## src/hdl/mpi_pkg.sv

```systemverilog
// Shared types, constants and helpers of the multi-motor PI speed controller.
`default_nettype none

package mpi_pkg;

   // Motor table
   localparam int MOTORS  = 4;
   localparam int MOTOR_W = 2;
   localparam int SLOT_W  = $clog2((MOTORS > 1) ? MOTORS : 2);

   // Channel widths
   localparam int REQ_DATA_W  = 72;
   localparam int RSP_DATA_W  = 16;
   localparam int CSR_INDEX_W = 3;
   localparam int CSR_DATA_W  = 31;

   // Request kinds carried on req_tuser
   localparam logic ACTION_TICK     = 1'b0;
   localparam logic ACTION_SETPOINT = 1'b1;

   typedef enum logic [CSR_INDEX_W-1:0] {
      CSR_CLOSED_LOOP = 3'd0,
      CSR_PROP_GAIN   = 3'd1,
      CSR_INTEG_GAIN  = 3'd2,
      CSR_ACCUM_LIMIT = 3'd3,
      CSR_DEADZONE    = 3'd4,
      CSR_MAX_COMMAND = 3'd5
   } csr_index_type;

   typedef enum logic [1:0] {
      DIR_FORWARD  = 2'd0,
      DIR_BACKWARD = 2'd1,
      DIR_BRAKE    = 2'd2
   } dir_type;

   // Reset values and limits
   localparam logic [6:0]  DEADZONE_RST    = 7'd15;
   localparam logic [6:0]  MAX_COMMAND_RST = 7'd40;
   localparam logic [30:0] ACCUM_LIMIT_RST = '1;
   localparam logic [6:0]  PWM_MAX         = 7'd100;
   localparam int          SETPOINT_BAND   = 10;

   // Integrator increment: gain * |error| * dt / (16 * 1000), capped at 2^40
   localparam int MS_PER_S       = 1000;
   localparam int TIME_DIV       = 16 * MS_PER_S;
   localparam int TIME_DIV_SHIFT = 7;
   localparam int DIV_CONST      = TIME_DIV / (1 << TIME_DIV_SHIFT);
   localparam int INC_CAP_SHIFT  = 40;
   localparam int INC_W          = INC_CAP_SHIFT + 1;
   localparam int PROD_W         = 73;
   localparam logic [INC_W-1:0]  INC_CAP = INC_W'(1) << INC_CAP_SHIFT;
   localparam logic [PROD_W-1:0] INC_SAT_PROD = PROD_W'(TIME_DIV) << INC_CAP_SHIFT;

   // Constant divider by DIV_CONST
   localparam int DIV_W             = 48;
   localparam int DIV_BITS_PER_STEP = 8;
   localparam int DIV_STEPS         = DIV_W / DIV_BITS_PER_STEP;
   localparam int DIV_CNT_W         = $clog2(DIV_STEPS);
   localparam int REM_W             = $clog2(DIV_CONST);
   localparam logic [REM_W:0] DIV_CONST_V = (REM_W + 1)'(DIV_CONST);

   typedef struct packed {
      logic signed [15:0] target;
      logic signed [31:0] integ;
      logic [31:0]        last_time;
      logic [1:0]         dir;
   } motor_state_type;

   typedef struct packed {
      logic        closed_loop;
      logic [23:0] prop_gain;
      logic [23:0] integ_gain;
      logic [30:0] accum_limit;
      logic [6:0]  deadzone;
      logic [6:0]  max_command;
   } cfg_type;

   typedef struct packed {
      logic            rd_en;
      logic            wr_en;
      logic [SLOT_W-1:0] addr;
      motor_state_type wdata;
   } ram_req_type;

   // Fold a motor index into the table
   function automatic logic [SLOT_W-1:0] slot_of(input logic [MOTOR_W-1:0] m);
      logic [7:0] v;
      v = 8'(m);
      for (int i = 0; i < (1 << MOTOR_W) - 1; i++) begin
         if (v >= 8'(MOTORS)) begin
            v = v - 8'(MOTORS);
         end
      end
      return SLOT_W'(v);
   endfunction

endpackage

`default_nettype wire

```

## src/hdl/mpi_ram.sv

```systemverilog
// Generic single-write, single-read RAM with registered read data.
`default_nettype none

module mpi_ram #(
   parameter int WIDTH = 8,
   parameter int DEPTH = 4
) (
   input  logic                                      clock,
   input  logic                                      wr_en,
   input  logic [$clog2((DEPTH > 1) ? DEPTH : 2)-1:0] wr_addr,
   input  logic [WIDTH-1:0]                          wr_data,
   input  logic                                      rd_en,
   input  logic [$clog2((DEPTH > 1) ? DEPTH : 2)-1:0] rd_addr,
   output logic [WIDTH-1:0]                          rd_data
);

   logic [WIDTH-1:0] mem_ff [DEPTH];
   logic [WIDTH-1:0] rd_data_ff;

   always_ff @(posedge clock) begin
      if (wr_en) begin
         mem_ff[wr_addr] <= wr_data;
      end
      if (rd_en) begin
         rd_data_ff <= mem_ff[rd_addr];
      end
   end

   assign rd_data = rd_data_ff;

endmodule

`default_nettype wire

```

## src/hdl/mpi_div.sv

```systemverilog
// Iterative divider by a fixed constant, eight quotient bits per cycle.
`default_nettype none

module mpi_div
   import mpi_pkg::*;
(
   input  logic             clock,
   input  logic             reset,
   input  logic             start,
   input  logic [DIV_W-1:0] dividend,
   output logic             done,
   output logic [DIV_W-1:0] quotient
);

   logic [REM_W-1:0]     rem_ff, rem_in;
   logic [DIV_W-1:0]     work_ff, work_in;
   logic [DIV_CNT_W-1:0] cnt_ff;
   logic                 busy_ff;
   logic                 done_ff;

   // Restoring division: dividend bits shift out the top, quotient bits in the bottom
   always_comb begin
      logic [REM_W:0] trial;
      logic           fits;
      rem_in  = rem_ff;
      work_in = work_ff;
      for (int i = 0; i < DIV_BITS_PER_STEP; i++) begin
         trial   = {rem_in, work_in[DIV_W-1]};
         fits    = (trial >= DIV_CONST_V);
         work_in = {work_in[DIV_W-2:0], fits};
         rem_in  = fits ? REM_W'(trial - DIV_CONST_V) : trial[REM_W-1:0];
      end
   end

   always_ff @(posedge clock) begin
      if (reset) begin
         busy_ff <= 1'b0;
         done_ff <= 1'b0;
         cnt_ff  <= '0;
      end else begin
         done_ff <= 1'b0;
         if (start) begin
            busy_ff <= 1'b1;
            cnt_ff  <= '0;
         end else if (busy_ff) begin
            cnt_ff <= cnt_ff + DIV_CNT_W'(1);
            if (cnt_ff == DIV_CNT_W'(DIV_STEPS - 1)) begin
               busy_ff <= 1'b0;
               done_ff <= 1'b1;
            end
         end
      end
   end

   always_ff @(posedge clock) begin
      if (start) begin
         rem_ff  <= '0;
         work_ff <= dividend;
      end else if (busy_ff) begin
         rem_ff  <= rem_in;
         work_ff <= work_in;
      end
   end

   assign done     = done_ff;
   assign quotient = work_ff;

endmodule

`default_nettype wire

```

## src/hdl/mpi_core.sv

```systemverilog
// Control sequencer and fixed-point PI datapath working on the per-motor state RAM.
`default_nettype none

module mpi_core
   import mpi_pkg::*;
(
   input  logic                  clock,
   input  logic                  reset,
   input  logic                  req_tvalid,
   output logic                  req_tready,
   input  logic [REQ_DATA_W-1:0] req_tdata,
   input  logic                  req_tuser,
   input  cfg_type               cfg,
   output ram_req_type           ram_req,
   input  motor_state_type       ram_rdata,
   output logic                  rsp_tvalid,
   input  logic                  rsp_tready,
   output logic [RSP_DATA_W-1:0] rsp_tdata
);

   typedef enum logic [9:0] {
      S_IDLE  = 10'b00_0000_0001,
      S_READ  = 10'b00_0000_0010,
      S_EVAL  = 10'b00_0000_0100,
      S_MUL   = 10'b00_0000_1000,
      S_SUM   = 10'b00_0001_0000,
      S_DIV   = 10'b00_0010_0000,
      S_ACC   = 10'b00_0100_0000,
      S_CMD   = 10'b00_1000_0000,
      S_CLAMP = 10'b01_0000_0000,
      S_EMIT  = 10'b10_0000_0000
   } state_type;

   localparam logic [1:0] MUL_PROP  = 2'd0;
   localparam logic [1:0] MUL_INTEG = 2'd1;
   localparam logic [1:0] MUL_DT_LO = 2'd2;
   localparam logic [1:0] MUL_DT_HI = 2'd3;

   state_type state_ff, state_in;

   // Request capture
   logic                action_ff;
   logic [MOTOR_W-1:0]  motor_ff;
   logic [SLOT_W-1:0]   slot_ff;
   logic signed [15:0]  setpoint_ff;
   logic [31:0]         stamp_ff;
   logic [14:0]         speed_ff;
   logic [6:0]          olp_ff;
   logic                accept;

   logic [MOTORS-1:0]   valid_ff;
   motor_state_type     st_ff;

   // Datapath registers
   logic [1:0]          dir_new_ff;
   logic                neg_ff;
   logic [16:0]         mag_ff;
   logic [31:0]         dt_ff;
   logic [1:0]          mul_cnt_ff;
   logic [40:0]         pmag_ff;
   logic [40:0]         a_ff;
   logic [55:0]         plo_ff;
   logic [48:0]         phi_ff;
   logic                sat_ff;
   logic [INC_W-1:0]    inc_ff;
   logic signed [31:0]  integ_new_ff;
   logic signed [39:0]  cmd_ff;
   logic [6:0]          res_pwm_ff;
   logic [1:0]          res_dir_ff;

   // Output register
   logic                rsp_valid_ff;
   logic [MOTOR_W-1:0]  out_motor_ff;
   logic [6:0]          out_pwm_ff;
   logic [1:0]          out_dir_ff;
   logic                emit_load;

   // Evaluation signals
   logic signed [16:0]  sp_diff;
   logic                sp_clear;
   logic                sp_pos, sp_neg, agree;
   logic signed [15:0]  sp_eff;
   logic [1:0]          dir_eval;
   logic [16:0]         sp_ext, abs_sp;
   logic [17:0]         err;
   logic [16:0]         mag_eval;
   logic [6:0]          olp_sat;

   logic [23:0]         mul_a;
   logic [31:0]         mul_b;
   logic [55:0]         mul_p;

   logic [PROD_W-1:0]   prod_full;
   logic                div_start, div_done;
   logic [DIV_W-1:0]    div_q;

   logic signed [42:0]  integ_ext, inc_ext, acc_sum, lim_pos, lim_neg, acc_clamp;
   logic signed [39:0]  pcmd, integ_ext40;
   logic signed [40:0]  cmd_ext, dz_ext, cmd_dz, mc_ext, cmd_sat;
   logic [6:0]          mc7;
   motor_state_type     wr_state;

   assign accept     = req_tvalid && req_tready;
   assign req_tready = (state_ff == S_IDLE);

   // ---------------- request evaluation ----------------
   always_comb begin
      sp_diff  = 17'(setpoint_ff) - 17'(st_ff.target);
      sp_clear = (sp_diff > 17'sd10) || (sp_diff < -17'sd10);

      sp_pos = (st_ff.target > 16'sd0);
      sp_neg = (st_ff.target < 16'sd0);
      agree  = (sp_pos && st_ff.dir == DIR_FORWARD) || (sp_neg && st_ff.dir == DIR_BACKWARD);
      sp_eff   = st_ff.target;
      dir_eval = st_ff.dir;
      if (!agree) begin
         if (speed_ff == 15'd0) begin
            dir_eval = sp_neg ? DIR_BACKWARD : DIR_FORWARD;
         end else begin
            // Moving against the target: brake toward zero
            dir_eval = DIR_BRAKE;
            sp_eff   = 16'sd0;
         end
      end
      sp_ext   = {sp_eff[15], sp_eff};
      abs_sp   = sp_ext[16] ? (~sp_ext + 17'd1) : sp_ext;
      err      = {1'b0, abs_sp} - {3'b000, speed_ff};
      mag_eval = err[17] ? 17'(~err + 18'd1) : err[16:0];

      olp_sat = (olp_ff > PWM_MAX) ? PWM_MAX : olp_ff;
   end

   // ---------------- shared multiplier ----------------
   always_comb begin
      case (mul_cnt_ff)
         MUL_PROP: begin
            mul_a = cfg.prop_gain;
            mul_b = 32'(mag_ff);
         end
         MUL_INTEG: begin
            mul_a = cfg.integ_gain;
            mul_b = 32'(mag_ff);
         end
         MUL_DT_LO: begin
            mul_a = a_ff[23:0];
            mul_b = dt_ff;
         end
         MUL_DT_HI: begin
            mul_a = 24'(a_ff[40:24]);
            mul_b = dt_ff;
         end
         default: begin
            mul_a = '0;
            mul_b = '0;
         end
      endcase
      mul_p = 56'(mul_a) * 56'(mul_b);
   end

   // ---------------- increment and integrator ----------------
   assign prod_full = {phi_ff, 24'd0} + PROD_W'(plo_ff);
   assign div_start = (state_ff == S_SUM);

   mpi_div u_div (
      .clock    (clock),
      .reset    (reset),
      .start    (div_start),
      .dividend (DIV_W'(prod_full >> TIME_DIV_SHIFT)),
      .done     (div_done),
      .quotient (div_q)
   );

   always_comb begin
      integ_ext = {{11{st_ff.integ[31]}}, st_ff.integ};
      inc_ext   = {2'b00, inc_ff};
      acc_sum   = neg_ff ? (integ_ext - inc_ext) : (integ_ext + inc_ext);
      lim_pos   = {12'd0, cfg.accum_limit};
      lim_neg   = -lim_pos;
      if (acc_sum > lim_pos) begin
         acc_clamp = lim_pos;
      end else if (acc_sum < lim_neg) begin
         acc_clamp = lim_neg;
      end else begin
         acc_clamp = acc_sum;
      end
   end

   // ---------------- command shaping ----------------
   always_comb begin
      pcmd        = {3'b000, pmag_ff[40:4]};
      if (neg_ff) begin
         pcmd = -pcmd;
      end
      integ_ext40 = {{8{integ_new_ff[31]}}, integ_new_ff};

      cmd_ext = {cmd_ff[39], cmd_ff};
      dz_ext  = {18'd0, cfg.deadzone, 16'd0};
      if (cmd_ext > 41'sd0) begin
         cmd_dz = cmd_ext + dz_ext;
      end else if (cmd_ext < 41'sd0) begin
         cmd_dz = cmd_ext - dz_ext;
      end else begin
         cmd_dz = cmd_ext;
      end
      mc7    = (cfg.max_command > PWM_MAX) ? PWM_MAX : cfg.max_command;
      mc_ext = {18'd0, mc7, 16'd0};
      if (cmd_dz > mc_ext) begin
         cmd_sat = mc_ext;
      end else if (cmd_dz < 41'sd0) begin
         cmd_sat = '0;
      end else begin
         cmd_sat = cmd_dz;
      end
   end

   // ---------------- state RAM access ----------------
   always_comb begin
      wr_state = st_ff;
      if (state_ff == S_EVAL) begin
         wr_state.target = setpoint_ff;
         if (sp_clear) begin
            wr_state.integ = '0;
         end
      end else begin
         wr_state.integ     = integ_new_ff;
         wr_state.last_time = stamp_ff;
         wr_state.dir       = dir_new_ff;
      end
      ram_req.rd_en = accept;
      ram_req.wr_en = ((state_ff == S_EVAL) && (action_ff == ACTION_SETPOINT)) ||
                      (state_ff == S_CLAMP);
      ram_req.addr  = accept ? slot_of(req_tdata[1:0]) : slot_ff;
      ram_req.wdata = wr_state;
   end

   // ---------------- sequencer ----------------
   assign emit_load = (state_ff == S_EMIT) && (!rsp_valid_ff || rsp_tready);

   always_comb begin
      state_in = state_ff;
      case (state_ff)
         S_IDLE:  if (accept) state_in = S_READ;
         S_READ:  state_in = S_EVAL;
         S_EVAL: begin
            if (action_ff == ACTION_SETPOINT) begin
               state_in = S_IDLE;
            end else if (!cfg.closed_loop) begin
               state_in = S_EMIT;
            end else begin
               state_in = S_MUL;
            end
         end
         S_MUL:   if (mul_cnt_ff == MUL_DT_HI) state_in = S_SUM;
         S_SUM:   state_in = S_DIV;
         S_DIV:   if (div_done) state_in = S_ACC;
         S_ACC:   state_in = S_CMD;
         S_CMD:   state_in = S_CLAMP;
         S_CLAMP: state_in = S_EMIT;
         S_EMIT:  if (emit_load) state_in = S_IDLE;
         default: state_in = S_IDLE;
      endcase
   end

   always_ff @(posedge clock) begin
      if (reset) begin
         state_ff     <= S_IDLE;
         valid_ff     <= '0;
         mul_cnt_ff   <= MUL_PROP;
         rsp_valid_ff <= 1'b0;
      end else begin
         state_ff <= state_in;
         if (ram_req.wr_en) begin
            valid_ff[slot_ff] <= 1'b1;
         end
         if (state_ff == S_MUL) begin
            mul_cnt_ff <= mul_cnt_ff + 2'd1;
         end
         if (emit_load) begin
            rsp_valid_ff <= 1'b1;
         end else if (rsp_tready) begin
            rsp_valid_ff <= 1'b0;
         end
      end
   end

   always_ff @(posedge clock) begin
      if (accept) begin
         action_ff   <= req_tuser;
         motor_ff    <= req_tdata[1:0];
         slot_ff     <= slot_of(req_tdata[1:0]);
         setpoint_ff <= req_tdata[17:2];
         stamp_ff    <= req_tdata[49:18];
         speed_ff    <= req_tdata[64:50];
         olp_ff      <= req_tdata[71:65];
      end
      if (state_ff == S_READ) begin
         // An entry never written reads as the reset state
         st_ff <= valid_ff[slot_ff] ? ram_rdata : '0;
      end
      if (state_ff == S_EVAL) begin
         dir_new_ff <= dir_eval;
         neg_ff     <= err[17];
         mag_ff     <= mag_eval;
         dt_ff      <= stamp_ff - st_ff.last_time;
         res_pwm_ff <= olp_sat;
         res_dir_ff <= st_ff.dir;
      end
      if (state_ff == S_MUL) begin
         case (mul_cnt_ff)
            MUL_PROP:  pmag_ff <= mul_p[40:0];
            MUL_INTEG: a_ff    <= mul_p[40:0];
            MUL_DT_LO: plo_ff  <= mul_p;
            MUL_DT_HI: phi_ff  <= mul_p[48:0];
            default:   a_ff    <= a_ff;
         endcase
      end
      if (state_ff == S_SUM) begin
         sat_ff <= (prod_full >= INC_SAT_PROD);
      end
      if ((state_ff == S_DIV) && div_done) begin
         inc_ff <= sat_ff ? INC_CAP : div_q[INC_W-1:0];
      end
      if (state_ff == S_ACC) begin
         integ_new_ff <= acc_clamp[31:0];
      end
      if (state_ff == S_CMD) begin
         cmd_ff <= pcmd + integ_ext40;
      end
      if (state_ff == S_CLAMP) begin
         res_pwm_ff <= cmd_sat[22:16];
         res_dir_ff <= dir_new_ff;
      end
      if (emit_load) begin
         out_motor_ff <= motor_ff;
         out_pwm_ff   <= res_pwm_ff;
         out_dir_ff   <= res_dir_ff;
      end
   end

   assign rsp_tvalid = rsp_valid_ff;
   assign rsp_tdata  = {5'd0, out_dir_ff, out_pwm_ff, out_motor_ff};

endmodule

`default_nettype wire

```

## src/hdl/motor_pi_speed_controller.sv

```systemverilog
// Multi-motor PI speed controller: top level with configuration registers and state RAM.
//
// Usage:
//   req channel (req_tvalid/req_tready/req_tdata/req_tuser) takes one request at a time.
//   req_tuser is the request kind: 0 runs a control tick, 1 stores a new setpoint.
//   A tick returns one result on the rsp channel; a setpoint request returns nothing.
//   Per-motor state (target, integrator, last timestamp, direction) lives in a RAM
//   with a registered read; each setpoint request and closed-loop tick reads its
//   entry, updates it and writes it back before the next request is taken; an
//   open-loop tick only reads it. A closed-loop tick makes four passes through the
//   shared 24x32 multiplier and divides the integrator increment by 16000; an
//   open-loop tick and a setpoint request use neither.
//   csr channel writes a register (index on csr_index); csr_ready is
//   always high. Write registers only while no request is outstanding.
//   Reset clears all per-motor state to zero/forward and loads the register defaults.
//   The result sits in an output register; while the receiver stalls, the next
//   request is still processed up to its own result, which waits for the register.
`default_nettype none

module motor_pi_speed_controller
   import mpi_pkg::*;
(
   input  logic                   clock,
   input  logic                   reset,
   // motor[1:0], setpoint[17:2], timestamp[49:18], measured_speed[64:50],
   // open_loop_percent[71:65]
   input  logic                   req_tvalid,
   output logic                   req_tready,
   input  logic [REQ_DATA_W-1:0]  req_tdata,
   // action[0]
   input  logic                   req_tuser,
   // motor_out[1:0], pwm_percent[8:2], drive_direction[10:9], zero fill above
   output logic                   rsp_tvalid,
   input  logic                   rsp_tready,
   output logic [RSP_DATA_W-1:0]  rsp_tdata,
   input  logic                   csr_valid,
   output logic                   csr_ready,
   input  logic [CSR_INDEX_W-1:0] csr_index,
   input  logic [CSR_DATA_W-1:0]  csr_data
);

   cfg_type         cfg_ff;
   ram_req_type     ram_req;
   motor_state_type ram_rdata;
   logic [$bits(motor_state_type)-1:0] ram_rd_bits;

   assign csr_ready = 1'b1;

   always_ff @(posedge clock) begin
      if (reset) begin
         cfg_ff.closed_loop <= 1'b1;
         cfg_ff.prop_gain   <= '0;
         cfg_ff.integ_gain  <= '0;
         cfg_ff.accum_limit <= ACCUM_LIMIT_RST;
         cfg_ff.deadzone    <= DEADZONE_RST;
         cfg_ff.max_command <= MAX_COMMAND_RST;
      end else if (csr_valid && csr_ready) begin
         case (csr_index)
            CSR_CLOSED_LOOP: cfg_ff.closed_loop <= csr_data[0];
            CSR_PROP_GAIN:   cfg_ff.prop_gain   <= csr_data[23:0];
            CSR_INTEG_GAIN:  cfg_ff.integ_gain  <= csr_data[23:0];
            CSR_ACCUM_LIMIT: cfg_ff.accum_limit <= csr_data[30:0];
            CSR_DEADZONE:    cfg_ff.deadzone    <= csr_data[6:0];
            CSR_MAX_COMMAND: cfg_ff.max_command <= csr_data[6:0];
            default:         cfg_ff             <= cfg_ff;
         endcase
      end
   end

   mpi_ram #(
      .WIDTH ($bits(motor_state_type)),
      .DEPTH (MOTORS)
   ) u_state_ram (
      .clock   (clock),
      .wr_en   (ram_req.wr_en),
      .wr_addr (ram_req.addr),
      .wr_data (ram_req.wdata),
      .rd_en   (ram_req.rd_en),
      .rd_addr (ram_req.addr),
      .rd_data (ram_rd_bits)
   );

   assign ram_rdata = ram_rd_bits;

   mpi_core u_core (
      .clock      (clock),
      .reset      (reset),
      .req_tvalid (req_tvalid),
      .req_tready (req_tready),
      .req_tdata  (req_tdata),
      .req_tuser  (req_tuser),
      .cfg        (cfg_ff),
      .ram_req    (ram_req),
      .ram_rdata  (ram_rdata),
      .rsp_tvalid (rsp_tvalid),
      .rsp_tready (rsp_tready),
      .rsp_tdata  (rsp_tdata)
   );

`ifndef ASSERT_OFF
   a_one_request_in_flight: assert property (@(posedge clock) disable iff (reset)
      req_tvalid && req_tready |=> !req_tready)
      else $error("request accepted while another is in flight");

   a_ram_single_access: assert property (@(posedge clock) disable iff (reset)
      !(ram_req.rd_en && ram_req.wr_en))
      else $error("state RAM read and write in the same cycle");

   a_pwm_in_range: assert property (@(posedge clock) disable iff (reset)
      rsp_tvalid |-> rsp_tdata[8:2] <= PWM_MAX)
      else $error("pwm percent above full scale");
`endif

endmodule

`default_nettype wire

```

## config.mk

```make
export PLATFORM = sky130hd
export DESIGN_NAME = motor_pi_speed_controller
export DESIGN_NICKNAME = d
export VERILOG_FILES = /design/src/hdl/mpi_pkg.sv /design/src/hdl/mpi_ram.sv /design/src/hdl/mpi_div.sv /design/src/hdl/mpi_core.sv /design/src/hdl/motor_pi_speed_controller.sv
export SDC_FILE = /design/constraint.sdc
export NUM_CORES = 2
export LEC_CHECK = 0
export BUFFER_PORTS_ARGS = -buffer_cell sky130_fd_sc_hd__buf_2
export CAP_MARGIN = 15
export CORE_UTILIZATION = 43
export DETAILED_ROUTE_END_ITERATION = 10
export PLACE_DENSITY = 0.67
export SLEW_MARGIN = 20
export SYNTH_ARGS = -nofsm -noshare
export SYNTH_HDL_FRONTEND = slang
export SYNTH_HIERARCHICAL = 1
export SYNTH_SLANG_ARGS = --single-unit
```

## constraint.sdc

```tcl
create_clock -name clock -period 25.3 [get_ports clock]
set_input_delay 2.53 -clock clock [delete_from_list [all_inputs] [get_ports clock]]
set_output_delay 2.53 -clock clock [all_outputs]
set_load 0.005 [all_outputs]
```

==> results list <==
- Final Max Tran Viols: 0
* Drt via density: 5.724
- After synthesis the netlist holds a flip-flop and latch count of 1100.
- Initial core utilization: 43.30%
* Input/output buffers: 124
- Setup repair after global routing left no endpoint under its margin.
- The largest total area in the synthesized netlist belongs to sky130_fd_sc_hd__edfxtp_1.
- Setup slack closes at 14.80 ns.
* Source-to-sink clock delay at the later pin of the worst-skew pair: 0.72 ns
- After detailed routing, the number of remaining DRC violations is 0.
* Pre-Repair DR Iteration Count: 7
* Leakage power figure: 37.43 nW
- Deepest level of the CTS H-tree: 3
- The critical path in this run is classified as flop to flop.
- Worst setup path start: u_core/u_div/quotient[47]$_DFFE_PP_
- Highest cell delay on the worst timing path: 0.59 ns
- Number of buffers inserted during clock tree synthesis: 103
- In this run the worst path has a maximum fanout of 9.
- In this run the mean area of a mapped cell was 10.60 µm².
- Sorting the synthesized cells by how often they occur yields sky130_fd_sc_hd__inv_1 (1017), sky130_fd_sc_hd__edfxtp_1 (975), sky130_fd_sc_hd__nor2_1 (799).
- Arrival @ worst endpoint: 10.98 ns
- Summed over all layers, the routed wires come to 244700 µm.
- Rel. slew slack: 20.86%
- The die is 442.4 µm wide.
* Required time worst endpoint: 25.78 ns
- The die is 442.4 µm tall.
- Count of hold buffers inserted by post-cts repair: 0
* CTS root buf: sky130_fd_sc_hd__clkbuf_16
- After routing, the total negative slack on setup checks comes to 0 ns.
- STA classifies the critical path startpoint as a flop.
- After layout, the minimum clock period comes to 10.50 ns.
* Sequential cell area fraction in the yosys report: 38.11%
* Die area: 195700 µm²
- Total global routing overflow: 0
- Synthesis instantiated 134 different standard cells from the library.
- For the final database, setup skew stands at 0.04312 ns.
* Maximum number of pins on one net before global-route repair: 87
- Leading post-synthesis cells by cell area: sky130_fd_sc_hd__edfxtp_1 (35%), sky130_fd_sc_hd__fa_1 (16%), sky130_fd_sc_hd__ha_1 (7.1%)
- In this run the critical register-to-register path is launched from u_core/u_div/quotient[47]$_DFFE_PP_.
- Transition at the pin with the smallest max-transition slack: 1.179 ns
- Max-cap violations in this run came to 0.
* I/O pin count: 131
- The worst hold path begins at u_core/motor_ff[0]$_DFFE_PP_.
- Cell repeated most along the worst path: sky130_fd_sc_hd__ha_1
- Most instantiated library cell after synthesis: sky130_fd_sc_hd__inv_1
- Setup violations remaining at the end of the flow were counted as 0.
- Area delta synth->final: 8.066%
- Among all stages on the critical path, the largest delay is contributed by sky130_fd_sc_hd__o41ai_4.
- The first global-routing pass estimated 372700 µm of wire.
- The final hold violation count is 0.
- Once the clock tree was built, the setup fixing pass inserted 0 buffers.
* Total power divided by cell area: 62.42 nW/µm²
- For this run, the number of Yosys warnings is 6.
- Routability-driven placement finished with a final weighted congestion of 0.9891.
* Post-synth EDFFs: 975
- Portion of synthesized cell area occupied by the leading cell type: 35.11%
- The min-delay analysis places its worst path in the category flop to flop.
* Core outline area: 192600 µm²
- Overall track demand over capacity in global routing: 24.89%
- Vias in the first global route: 60748
- The initialized floorplan defines 161 standard-cell rows.
- Number of nets in the finished design: 9159
- In this run the remaining antenna-violating nets after routing total 0.
- The synthesized netlist occupies a cell area of 83380 µm².
- Clock net sink count: 1100
- VDD sags by at most 92.20 µV.
* Primary FF master, synth: sky130_fd_sc_hd__edfxtp_1
- The number of gates resized after CTS was 0.
- Initial DRC Count: 5912
- The flow ran to the end, and the final reports show no timing, DRC or antenna violations.
- DPL Wire Length: 185600 µm
* Highest Clock Rate: 0.09522 GHz
- Cells with a size suffix above 1 make up 8.506% of the layout.
- Clock tree buffer depth: 3
- Hold is met by 0.4185 ns.
* Gate count of the mapped netlist: 7863
- Share of flip-flops with an asynchronous set or reset: 0%
- Worst slack at placement: 14.84 ns
* Number of antenna violations at the first check in global routing: 6
* CTS tree: done
- Worst setup EP type: flop
- Clock-pin slew of the registers on the worst-case setup and hold paths: 0.06 ns
- Routed vias: 60244
* Portion of the clock cycle consumed by the worst path in the final layout: 41.51%
- Dividing the detail-routed wire length by the instance count gives 23.26 µm.
==> power breakdown <==
group | leakage, nW | switching (mW) | internal, mW | total (mW)
registers | 9.94 | 0.0565 | 2.12 | 2.18
clock network | 1.63 | 0.705 | 0.861 | 1.57
logic | 25.9 | 1.16 | 0.722 | 1.88
total | 37.4 | 1.92 | 3.70 | 5.62
==> cell usage in the layout (no fill, tap or decap), types with 132 or more instances in the layout <==
cell / netlist / routed
sky130_fd_sc_hd__mux2i_1: 160 / 150
sky130_fd_sc_hd__inv_1: 1017 / 1012
sky130_fd_sc_hd__edfxtp_1: 975 / 975
sky130_fd_sc_hd__nand2b_1: 137 / 137
sky130_fd_sc_hd__nor2_1: 799 / 797
sky130_fd_sc_hd__ha_1: 475 / 475
sky130_fd_sc_hd__nand2_1: 753 / 751
sky130_fd_sc_hd__xnor2_1: 272 / 270
sky130_fd_sc_hd__a21o_1: 132 / 132
sky130_fd_sc_hd__o21ai_0: 205 / 202
sky130_fd_sc_hd__a21oi_1: 287 / 285
sky130_fd_sc_hd__fa_1: 666 / 666
==> worst paths after layout <==
| kind | endpoint | slack [ns] | cells after the start |
|---|---|---|---|
| worst min register to register | u_core/out_motor_ff[0]$_DFFE_PP_ | 0.42 | 0 |
| worst max-delay path | u_core/u_div/quotient[0]$_DFFE_PP_ | 14.80 | 34 |
| worst min-delay path | u_core/out_motor_ff[0]$_DFFE_PP_ | 0.42 | 0 |
| worst max register to register | u_core/u_div/quotient[0]$_DFFE_PP_ | 14.80 | 34 |
==> state kept, by name, summed over array words and instances, names as in the netlist, 32 cells and up <==
register / flops
u_state_ram/mem_ff: 328
cfg_ff: 94
u_state_ram/rd_data: 82
u_core/st_ff: 50
u_core/phi_ff: 49
u_core/plo_ff: 49
u_core/u_div/quotient: 48
u_core/a_ff: 41
u_core/inc_ff: 41
u_core/cmd_ff: 40
u_core/pmag_ff: 37
u_core/dt_ff: 32
u_core/integ_ext: 32
u_core/integ_new_ff: 32
u_core/stamp_ff: 32
==> stage by stage <==
stage,cells,area (µm²),total power [mW],utilization (%)
4_1_cts,10520,90090,5.636,46.78
3_5_place_dp,10327,86720,4.074,45.03
3_3_place_gp,10326,86680,4.049,45.01
2_1_floorplan,7867,83400,3.651,-
6_report,10524,90110,5.624,46.79
5_1_grt,10520,90100,5.888,46.78
==> cell families (layout without fill, tap and decap cells) <==
| kind of cell | count (synthesis) | after routing | share of synthesized area [%] |
|---|---|---|---|
| flip-flops | 1100 | 1100 | 38.11 |
| XOR/XNOR | 358 | 358 | 3.792 |
| adder cells (fa/ha/maj) | 1141 | 1141 | 23.12 |
| buffers and inverters | 1327 | 1454 | 6.389 |
| AO/OA/AOI/OAI | 1179 | 1179 | 9.667 |
| other | 2 | 10 | 0.009007 |
| AND/OR/NAND/NOR | 2441 | 2441 | 13.72 |
| multiplexers | 315 | 315 | 5.195 |
==> metal layers <==
metal  global-route usage (%)  part of all wire, %  vias up
met5                        0                    0        -
met1                    33.27                   41    30152
met4                    9.805                  4.5        0
met2                    40.68                   47     2593
li1                         -                    -    27014
met3                    3.764                  7.9      485
==> cell type report <==
class | instances | area [µm²]
fillers | 17522 | 102500
flip-flops and latches | 1100 | 31780
clock inverters | 68 | 619.3
well taps | 2526 | 3161
inverters | 1022 | 3844
clock buffers | 125 | 2754
diodes | 4 | 10.01
multi-input cells | 5440 | 46440
repair buffers | 239 | 1499
==> worst max-delay path: cells and delay by family (launching register included) <==
family / cells / cell delay (ns)
AOI/OAI and AO/OA: 11 / 4.08
adders and majority gates: 6 / 1.93
xor gates and xnor gates: 6 / 1.73
muxes: 2 / 0.76
buffers and inverters: 5 / 0.59
and+or+nand+nor: 4 / 0.59
DFF: 1 / 0.54
(Power assumes the default switching activity.)
